--- src/rtl/b2d_pkg.sv ---
// Shared types and constants for the binary to decimal character writer.
`timescale 1ns / 1ps

package b2d_pkg;

    localparam int unsigned COL_W      = 8;
    localparam int unsigned ROW_W      = 7;
    localparam int unsigned VALUE_W    = 32;
    localparam int unsigned CHAR_W     = 6;
    localparam int unsigned OFFSET_W   = 13;
    localparam int unsigned COUNT_W    = 4;
    localparam int unsigned NUM_DIGITS = 10;
    localparam int unsigned BCD_W      = 4 * NUM_DIGITS;
    localparam int unsigned BIT_CNT_W  = $clog2(VALUE_W);
    localparam int unsigned ROW_SHIFT  = 7;

    localparam logic [CHAR_W-5:0] CHAR_ZERO_HI = 2'b11;
    localparam logic [3:0]        BCD_ADJ_MIN  = 4'd5;
    localparam logic [3:0]        BCD_ADJ_ADD  = 4'd3;

    typedef enum logic [1:0] {
        ST_IDLE,
        ST_CONV,
        ST_NORM,
        ST_EMIT
    } t_state;

endpackage

--- src/rtl/b2d_if.sv ---
// Item channel interfaces for the binary to decimal character writer.
`timescale 1ns / 1ps

interface b2d_in_if;
    logic                                  valid;
    logic                                  ready;
    logic signed [b2d_pkg::COL_W-1:0]      start_column;
    logic signed [b2d_pkg::ROW_W-1:0]      start_row;
    logic        [b2d_pkg::VALUE_W-1:0]    number_value;

    modport source (output valid, start_column, start_row, number_value, input ready);
    modport sink   (input valid, start_column, start_row, number_value, output ready);
endinterface

interface b2d_out_if;
    logic                              valid;
    logic                              ready;
    logic [b2d_pkg::CHAR_W-1:0]        char_code;
    logic [b2d_pkg::OFFSET_W-1:0]      cell_offset;
    logic                              write_valid;
    logic [b2d_pkg::COUNT_W-1:0]       digit_count;
    logic                              last_digit;

    modport source (output valid, char_code, cell_offset, write_valid, digit_count,
                    last_digit, input ready);
    modport sink   (input valid, char_code, cell_offset, write_valid, digit_count,
                    last_digit, output ready);
endinterface

--- src/rtl/binary_to_decimal_char_writer.sv ---
// Binary to decimal ASCII character writer with leading zero suppression.
// Steps: shift-add-3 conversion of the input bits, then normalize steps that drop
// leading zero digits; then the digits are emitted most significant first, one digit
// per cycle while o_item.ready is high. A new input item is accepted only once the
// last digit has been taken, since the serial BCD shift register serves one item at a time.
// Reset: synchronous active-low i_rst_n returns the controller to idle.
`timescale 1ns / 1ps

module binary_to_decimal_char_writer #(
    parameter int GRID_COLUMNS = 80,
    parameter int GRID_ROWS    = 60
) (
    input  logic              i_clk,
    input  logic              i_rst_n,
    b2d_in_if.sink            i_item,
    b2d_out_if.source         o_item
);

    localparam logic signed [b2d_pkg::COL_W:0] COL_LIM = (b2d_pkg::COL_W+1)'(GRID_COLUMNS);
    localparam logic signed [b2d_pkg::ROW_W:0] ROW_LIM = (b2d_pkg::ROW_W+1)'(GRID_ROWS);

    b2d_pkg::t_state                     r_state, n_state;
    logic [b2d_pkg::VALUE_W-1:0]         r_bin, n_bin;
    logic [b2d_pkg::BCD_W-1:0]           r_bcd, n_bcd;
    logic [b2d_pkg::BIT_CNT_W-1:0]       r_bit, n_bit;
    logic [b2d_pkg::COUNT_W-1:0]         r_cnt, n_cnt;
    logic [b2d_pkg::COUNT_W-1:0]         r_left, n_left;
    logic signed [b2d_pkg::COL_W:0]      r_col, n_col;
    logic signed [b2d_pkg::ROW_W-1:0]    r_row, n_row;

    logic [b2d_pkg::BCD_W-1:0]           bcd_adj;
    logic [3:0]                          top_digit;
    logic                                cell_ok;

    always_comb begin
        for (int d = 0; d < b2d_pkg::NUM_DIGITS; d++) begin
            if (r_bcd[4*d +: 4] >= b2d_pkg::BCD_ADJ_MIN) begin
                bcd_adj[4*d +: 4] = r_bcd[4*d +: 4] + b2d_pkg::BCD_ADJ_ADD;
            end else begin
                bcd_adj[4*d +: 4] = r_bcd[4*d +: 4];
            end
        end
    end

    assign top_digit = r_bcd[b2d_pkg::BCD_W-1 -: 4];
    assign cell_ok   = (r_col >= 0) && (r_col < COL_LIM)
                    && (r_row >= 0) && ({r_row[b2d_pkg::ROW_W-1], r_row} < ROW_LIM);

    assign i_item.ready       = (r_state == b2d_pkg::ST_IDLE);
    assign o_item.valid       = (r_state == b2d_pkg::ST_EMIT);
    assign o_item.char_code   = {b2d_pkg::CHAR_ZERO_HI, top_digit};
    assign o_item.write_valid = cell_ok;
    assign o_item.cell_offset = cell_ok
        ? {r_row[b2d_pkg::ROW_W-2:0], r_col[b2d_pkg::ROW_SHIFT-1:0]}
        : '0;
    assign o_item.digit_count = r_cnt;
    assign o_item.last_digit  = (r_left == b2d_pkg::COUNT_W'(1));

    always_ff @(posedge i_clk) begin
        if (!i_rst_n) begin
            r_state <= b2d_pkg::ST_IDLE;
        end else begin
            r_state <= n_state;
        end
        r_bin  <= n_bin;
        r_bcd  <= n_bcd;
        r_bit  <= n_bit;
        r_cnt  <= n_cnt;
        r_left <= n_left;
        r_col  <= n_col;
        r_row  <= n_row;
    end

    always_comb begin
        n_state = r_state;
        n_bin   = r_bin;
        n_bcd   = r_bcd;
        n_bit   = r_bit;
        n_cnt   = r_cnt;
        n_left  = r_left;
        n_col   = r_col;
        n_row   = r_row;
        unique case (r_state)
            b2d_pkg::ST_IDLE: begin
                if (i_item.valid) begin
                    n_bin   = i_item.number_value;
                    n_bcd   = '0;
                    n_bit   = '0;
                    n_cnt   = b2d_pkg::COUNT_W'(b2d_pkg::NUM_DIGITS);
                    n_col   = {i_item.start_column[b2d_pkg::COL_W-1], i_item.start_column};
                    n_row   = i_item.start_row;
                    n_state = b2d_pkg::ST_CONV;
                end
            end
            b2d_pkg::ST_CONV: begin
                n_bcd = {bcd_adj[b2d_pkg::BCD_W-2:0], r_bin[b2d_pkg::VALUE_W-1]};
                n_bin = {r_bin[b2d_pkg::VALUE_W-2:0], 1'b0};
                n_bit = r_bit + 1'b1;
                if (r_bit == b2d_pkg::BIT_CNT_W'(b2d_pkg::VALUE_W - 1)) begin
                    n_state = b2d_pkg::ST_NORM;
                end
            end
            b2d_pkg::ST_NORM: begin
                if ((top_digit == 4'd0) && (r_cnt > b2d_pkg::COUNT_W'(1))) begin
                    n_bcd = {r_bcd[b2d_pkg::BCD_W-5:0], 4'd0};
                    n_cnt = r_cnt - 1'b1;
                end else begin
                    n_left  = r_cnt;
                    n_state = b2d_pkg::ST_EMIT;
                end
            end
            b2d_pkg::ST_EMIT: begin
                if (o_item.ready) begin
                    n_bcd  = {r_bcd[b2d_pkg::BCD_W-5:0], 4'd0};
                    n_col  = r_col + 1'b1;
                    n_left = r_left - 1'b1;
                    if (r_left == b2d_pkg::COUNT_W'(1)) begin
                        n_state = b2d_pkg::ST_IDLE;
                    end
                end
            end
            default: n_state = b2d_pkg::ST_IDLE;
        endcase
    end

    a_accept_starts_conv: assert property (@(posedge i_clk) disable iff (!i_rst_n)
        (i_item.valid && i_item.ready) |=> (r_state == b2d_pkg::ST_CONV) && (r_bit == '0))
        else $error("accepted item did not start conversion");

    a_emit_digit_range: assert property (@(posedge i_clk) disable iff (!i_rst_n)
        o_item.valid |-> (top_digit <= 4'd9) && (r_left != '0) && (r_left <= r_cnt)
                         && (r_cnt <= b2d_pkg::COUNT_W'(b2d_pkg::NUM_DIGITS)))
        else $error("emitted digit or counters out of range");

    a_last_returns_idle: assert property (@(posedge i_clk) disable iff (!i_rst_n)
        (o_item.valid && o_item.ready && o_item.last_digit) |=> i_item.ready)
        else $error("controller not idle after last digit");

    a_write_offset_zero: assert property (@(posedge i_clk) disable iff (!i_rst_n)
        (o_item.valid && !o_item.write_valid) |-> (o_item.cell_offset == '0))
        else $error("offset nonzero on an item outside the grid");

endmodule

--- src/flat_wrapper.sv ---
// flat-port wrapper written by rule: the top's interface ports become plain ports
module binary_to_decimal_char_writer_flat 
#(
    parameter int GRID_COLUMNS = 80,
    parameter int GRID_ROWS    = 60
)
  (i_clk, i_rst_n, i_item_valid, i_item_start_column, i_item_start_row, i_item_number_value, i_item_ready, o_item_valid, o_item_char_code, o_item_cell_offset, o_item_write_valid, o_item_digit_count, o_item_last_digit, o_item_ready);
  b2d_in_if i_item_i ();
  b2d_out_if o_item_i ();
  input  logic i_clk;
  input  logic i_rst_n;
  input wire logic [$bits(i_item_i.valid)-1:0] i_item_valid;
  input wire logic [$bits(i_item_i.start_column)-1:0] i_item_start_column;
  input wire logic [$bits(i_item_i.start_row)-1:0] i_item_start_row;
  input wire logic [$bits(i_item_i.number_value)-1:0] i_item_number_value;
  output wire logic [$bits(i_item_i.ready)-1:0] i_item_ready;
  output wire logic [$bits(o_item_i.valid)-1:0] o_item_valid;
  output wire logic [$bits(o_item_i.char_code)-1:0] o_item_char_code;
  output wire logic [$bits(o_item_i.cell_offset)-1:0] o_item_cell_offset;
  output wire logic [$bits(o_item_i.write_valid)-1:0] o_item_write_valid;
  output wire logic [$bits(o_item_i.digit_count)-1:0] o_item_digit_count;
  output wire logic [$bits(o_item_i.last_digit)-1:0] o_item_last_digit;
  input wire logic [$bits(o_item_i.ready)-1:0] o_item_ready;
  assign i_item_i.valid = i_item_valid;
  assign i_item_i.start_column = i_item_start_column;
  assign i_item_i.start_row = i_item_start_row;
  assign i_item_i.number_value = i_item_number_value;
  assign i_item_ready = i_item_i.ready;
  assign o_item_valid = o_item_i.valid;
  assign o_item_char_code = o_item_i.char_code;
  assign o_item_cell_offset = o_item_i.cell_offset;
  assign o_item_write_valid = o_item_i.write_valid;
  assign o_item_digit_count = o_item_i.digit_count;
  assign o_item_last_digit = o_item_i.last_digit;
  assign o_item_i.ready = o_item_ready;
  binary_to_decimal_char_writer #(.GRID_COLUMNS(GRID_COLUMNS), .GRID_ROWS(GRID_ROWS)) u_core (.i_clk(i_clk), .i_rst_n(i_rst_n), .i_item(i_item_i), .o_item(o_item_i));
endmodule
--- config.mk ---
export PLATFORM = sky130hd
export DESIGN_NAME = binary_to_decimal_char_writer_flat
export DESIGN_NICKNAME = d
export VERILOG_FILES = /design/src/rtl/b2d_pkg.sv /design/src/rtl/b2d_if.sv /design/src/rtl/binary_to_decimal_char_writer.sv /design/src/flat_wrapper.sv
export SDC_FILE = /design/constraint.sdc
export NUM_CORES = 1
export LEC_CHECK = 0
export ABC_AREA = 1
export BUFFER_PORTS_ARGS = -buffer_cell sky130_fd_sc_hd__clkbuf_2
export CAP_MARGIN = 0
export CORE_MARGIN = 5
export CORE_UTILIZATION = 55
export CTS_CLUSTER_SIZE = 12
export DETAILED_ROUTE_END_ITERATION = 16
export GPL_TIMING_DRIVEN = 0
export PLACE_DENSITY = 0.74
export SLEW_MARGIN = 0
export SYNTH_ARGS = -nofsm -noshare
export SYNTH_HDL_FRONTEND = slang
export SYNTH_SLANG_ARGS = --single-unit
--- constraint.sdc ---
create_clock -name i_clk -period 5 [get_ports i_clk]
set_input_delay 1 -clock i_clk [delete_from_list [all_inputs] [get_ports i_clk]]
set_output_delay 1 -clock i_clk [all_outputs]
set_load 0.02 [all_outputs]
# [Yosys cells after proc, flatten, opt, wreduce, memory -nomap -nowiden]
# Index checks and enable logic that the tools add are counted.
[classes] mux=34 n_lt_le_gt_ge=15 addsub=14 reduce_logical=17 eq_ne=11
[op_table] op="40-bit case mux with 4 select lines" n=1
[op_table] op="40-bit 2-to-1 mux" n=3
[op_table] op="32-bit case mux with 2 select lines" n=1
[op_table] op="4-bit 2-to-1 mux" n=13
[op_table] op="4-bit by 3-bit >= comparator with 1-bit output (second input constant)" n=10
[op_table] op="4-bit by 2-bit adder with 4-bit output (second input constant)" n=9
[op_table] op="32-bit 2-to-1 mux" n=1
[op_table] op="9-bit 2-to-1 mux" n=2
[op_table] op="9-bit case mux with 2 select lines" n=1
[op_table] op="4-bit case mux with 2 select lines" n=2
[op_table] op="13-bit 2-to-1 mux" n=1
[op_table] op="3-bit AND reduction" n=4
[op_table] op="2-bit 2-to-1 mux" n=5
[op_table] op="5-bit case mux with 2 select lines" n=1
[op_table] op="9-bit by 1-bit adder with 9-bit output (second input constant)" n=1
[op_table] op="9-bit by 1-bit >= comparator with 1-bit output (second input constant)" n=1
[op_table] op="9-bit by 8-bit < comparator with 1-bit output (second input constant)" n=1
[op_table] op="8-bit by 6-bit < comparator with 1-bit output (second input constant)" n=1
[op_table] op="2-bit by 1-bit != test with 1-bit output (second input constant)" n=4
[op_table] op="2-bit case mux with 4 select lines" n=1
[op_table] op="2-bit nonzero test" n=4
[op_table] op="4-bit by 1-bit subtractor with 4-bit output (second input constant)" n=2
[op_table] op="7-bit by 1-bit >= comparator with 1-bit output (second input constant)" n=1
[op_table] op="5-bit by 1-bit adder with 5-bit output (second input constant)" n=1
[op_table] op="14 further kinds" n=20
[totals] register_bits=103 out_inout_bits=27 wordCells=99 in_bits=51

# [Longest topological paths before layout]
[depth] depth_word=5 ltp_mapped=11 ltp_nobuf=11

# [Worst setup path after synthesis]
# Ideal clock, no wire load.
[synth_timing] path_kind="register to register" from="reg u_core.r_state[0]" to="reg u_core.r_bin[0] (netlist name) (enable)" t_arrival_ns=3.441 required_ns=4.517 n_path_buf=0 path_slack_ns=1.077 stages_incl_launch_ff=4 path_cell_list="dfxtp_1 inv_1 ha_1 o21ai_0"
[synth_via] elab_chain_len=3
[synth_lines] element="start, declared" line="binary_to_decimal_char_writer.sv:22" source="b2d_pkg::t_state r_state, n_state;"
[synth_lines] element="start signal, assigned" line="binary_to_decimal_char_writer.sv:61" source="r_state <= b2d_pkg::ST_IDLE;"
[synth_lines] element="start signal, assigned" line="binary_to_decimal_char_writer.sv:63" source="r_state <= n_state;"
[synth_lines] element="2-bit zero test *"
[synth_lines] element="net i_item_ready" line="flat_wrapper.sv:16" source="output wire logic [$bits(i_item_i.ready)-1:0] i_item_ready;"
[synth_lines] element="2-bit != test (no source line) or 2-bit nonzero test (tied branches)"
[synth_lines] element="2-bit AND reduction (no source line) *"
[synth_lines] element="end signal, assigned" line="binary_to_decimal_char_writer.sv:65" source="r_bin <= n_bin;"
[synth_lines] element="end, declared" line="binary_to_decimal_char_writer.sv:23" source="logic [b2d_pkg::VALUE_W-1:0] r_bin, n_bin;"
# Mark *: on every way through the listed nets, which the timed path passes. The rest lies on a longest branch.
# A chain may end at the register's enable or synchronous reset.

# [Worst setup path in the final report]
[layout_timing] from="reg u_core.r_col[6] (netlist name)" to="out o_item_cell_offset[11]"
[layout_via] elab_chain_len=5
[layout_lines] element="start, declared" line="binary_to_decimal_char_writer.sv:28" source="logic signed [b2d_pkg::COL_W:0] r_col, n_col;"
[layout_lines] element="start signal, assigned" line="binary_to_decimal_char_writer.sv:70" source="r_col <= n_col;"
[layout_lines] element="9-bit by 1-bit >= comparator with 1-bit output or 9-bit by 8-bit < comparator with 1-bit output (tied branches)" line="binary_to_decimal_char_writer.sv:46" source="assign cell_ok = (r_col >= 0) && (r_col < COL_LIM)"
[layout_lines] element="1-bit logical AND *" line="binary_to_decimal_char_writer.sv:46"
[layout_lines] element="1-bit logical AND * (2 in series)" line="binary_to_decimal_char_writer.sv:47" source="&& (r_row >= 0) && ({r_row[b2d_pkg::ROW_W-1], r_row} < ROW_LIM);"
[layout_lines] element="13-bit 2-to-1 mux *" line="binary_to_decimal_char_writer.sv:54" source="? {r_row[b2d_pkg::ROW_W-2:0], r_col[b2d_pkg::ROW_SHIFT-1:0]}"
[layout_lines] element="end, declared" line="flat_wrapper.sv:19" source="output wire logic [$bits(o_item_i.cell_offset)-1:0] o_item_cell_offset;"
# Mark *: on every way between the ends. The rest lies on a longest branch, timed or not.

==> results.txt <==
Register Area - 0.00307 mm²
worst-path fanout max - 10
first-pass GRT wire length - 20300 µm
H-tree Lvls - 3
DIE AREA - 0.0128 mm²
CP Data Required Time - 4.00 ns
CTS Buf Count - 9
PD cells - 595 mW/mm²
Area Growth Syn to Fin - 13.9%
Fin. Hold Viols - 0
port bufs - 75
fraction of layout instances using a drive strength above 1 - 0.173
final worst path period need - 2.82 ns
placed insts - 876
via/cell ratio - 5.05
Global Route Usage Sum - 0.191
Comb pwr share - 0.430
Hold WS - 0.530 ns
Switching Fraction - 0.426
Post-Synth XOR/XNOR Area - 0.0195
area leader, netlist - edfxtp_1
Top delay family on crit path - flip-flops
internal power - 2270 µW
Design Power - 3950 µW
post-CTS setup repair buffer count - 0
synth unique cells - 27
nets - 835
final wirelength - 11900 µm
largest family of logic cells by synthesized area - simple AND/OR/NAND/NOR gates
Vias - 4508
1st-iter DRT viols - 278
Layout Skew - 0.0161 ns
gp weighted congestion - 0.839
core box area - 0.0103 mm²
Net Sw Power - 1680 µW
Std-Cell Rows - 37
root buffer cell - clkbuf_8
DRC errors left - 0
type of the worst min-delay path - flop to flop
Diodes inserted - 0
sequential fraction of the synthesis area - 0.527
post-cts resize count - 0
Synth area leaders - edfxtp_1 (52%), nand2_1 (13%), ha_1 (7.1%)
area of the multi-input gates - 0.00227 mm²
kind of critical path - flop to output port
Final Non-Filler Cells - 892
outcome - finished, final reports clean
Ports - 78
Buf/Inv on CP - 3
Reg clk slew, reported paths - 0.11 ns
largest net degree at the start of global routing - 26
TritonRoute pass-1 iters - 5
Adder-Cell Fraction of Synth Area - 0.0708
vias in the first global route - 4511
Final period util - 0.564
initial antenna violation count - 0
syn avg cell area - 8.80 µm²
DP HPWL - 8830 µm
Seq pwr share - 0.444
CTS tree - built
slowest CP cell - edfxtp_1
total grt overflow - 0
leakage power - 0.00309 µW
filler instances - 885
Simple-Gate Fraction of Synth Area - 0.215
clock share of power - 0.126
CP startpoint kind - flop
die width - 113 µm
mapped cell area - 0.00583 mm²
clock sink count - 103
wire per inst - 13.3 µm
Critical Path AT - 1.82 ns
critical path endpoint category - output port
Cell Chain, Critical Path - nand2_2 > inv_2 > a211oi_2 > nand2_2 > buf_6 > nor2_2 > clkbuf_2
worst-margin pin slew - 0.775 ns
#FFs+latches synth - 103
worst vdd ir - 0.260 mV
setup_tns - 0 ns
max cap viols - 0
final antenna-violating net count - 0
cell mode on critical path - nand2_2
multiplexer area fraction after synthesis - 0
die height - 113 µm
yosys warns - 0
initial core utilization - 0.565
worst rel slew slack - 0.481
CTS max path bufs - 2
fmax - 355 MHz
top-area cell type share of the netlist area - 0.520
RSZ-0062 raised after global routing - false
worst skew pair latency - 0.37 ns
final setup fails - 0
Mapped Cells - 662
Compound-Gate Fraction of Synth Area - 0.0786
Slew Limit Fails - 0
Post-CTS Hold Buffers - 0
delay of the slowest critical-path stage - 0.51 ns
==> sequential cells by signal, indices dropped and copies added, names as in the netlist <==
register                   cells
u_core.r_state                 2
u_core.r_left                  4
u_core.r_bcd                  40
u_core.r_col                   9
u_core.o_item.digit_count      4
u_core.r_bin                  32
u_core.r_bit                   5
u_core.r_row                   7
==> placed cells by master, fill, tap and decap left out, types with 3 or more instances in the layout <==
cell        count
clkinvlp_4      3
buf_4           9
nand2_2         3
ha_1           33
buf_2           7
inv_2           3
nor2_1         67
nor2_2          8
a21oi_1        14
nand3_1        31
xor2_1         11
clkbuf_1        4
buf_6           4
inv_1          91
clkbuf_8        9
o32ai_1         5
clkbuf_2       75
o21ai_0        51
edfxtp_1      101
nand4_1         3
nand2_1       197
o22ai_1         7
==> power groups by stage <==
stage               registers (µW)  logic [µW]  clock network [µW]
global placement              1780        1540                   0
finish                        1750        1700                 496
floorplan                     1730        1220                   0
detailed placement            1770        1690                   0
global route                  1800        1940                 546
CTS                           1750        1700                 504
==> routing by layer <==
metal | GRT usage | vias to the layer above | share of wire
met3 | 0.0380 | 12 | 0.058
li1 | - | 2312 | -
met4 | 0.0553 | 0 | 0.011
met1 | 0.253 | 2049 | 0.46
met2 | 0.321 | 135 | 0.47
met5 | 0 | - | 0
==> cells in the mapped netlist (all sizes together) <==
cell type / n
nand4: 3
a211oi: 1
nor2: 76
nand3: 31
xnor2: 2
inv: 94
ha: 33
clkbuf: 4
o31ai: 1
or2: 1
o32ai: 5
o21ai: 52
dfxtp: 2
a21oi: 15
o211ai: 2
edfxtp: 101
buf: 20
xor2: 11
nand2: 200
o22ai: 7
conb: 1
==> through the flow <==
stage	worst slack (ns)	utilization	instance area (µm²)
2_1_floorplan	1.08	-	5830
3_3_place_gp	0.0248	0.618	6380
3_5_place_dp	2.55	0.625	6450
4_1_cts	2.16	0.643	6640
5_1_grt	2.03	0.643	6640
6_report	2.18	0.643	6640
==> path summary, 6_finish.rpt <==
check              startpoint                      to  slack, ns  cells past startpoint
max           u_core.r_col[6]  o_item_cell_offset[11]       2.18                      7
min reg2reg  u_core.r_bin[29]        u_core.r_bin[30]       0.53                      2
max reg2reg  u_core.r_bcd[36]         u_core.r_bcd[0]       2.78                      7
min          u_core.r_bin[29]        u_core.r_bin[30]       0.53                      2
==> worst reg2reg max path, cell delays in order, from the launching register on <==
cell and delay [ns]:
edfxtp_1 0.45, inv_1 0.11, ha_1 0.17, inv_1 0.05
nor2_1 0.19, nand2_1 0.14, a21oi_4 0.54, buf_16 0.26
==> cell type report <==
type | instances | share of cell area
buffer | 24 | 0.0245
clock inverter | 7 | 0.00905
clock buffer | 9 | 0.0187
timing repair buffer | 77 | 0.0648
inverter | 94 | 0.0531
sequential | 103 | 0.463
tap | 136 | 0.0256
multi-input combinational | 442 | 0.341
==> cells by family after synthesis <==
family                   after synthesis
buffers and inverters                118
other                                  1
AND/OR/NAND/NOR                      311
adder cells (fa/ha/maj)               33
XOR/XNOR                              13
AO/OA/AOI/OAI                         83
flip-flops                           103
(Power assumes the default switching activity.)
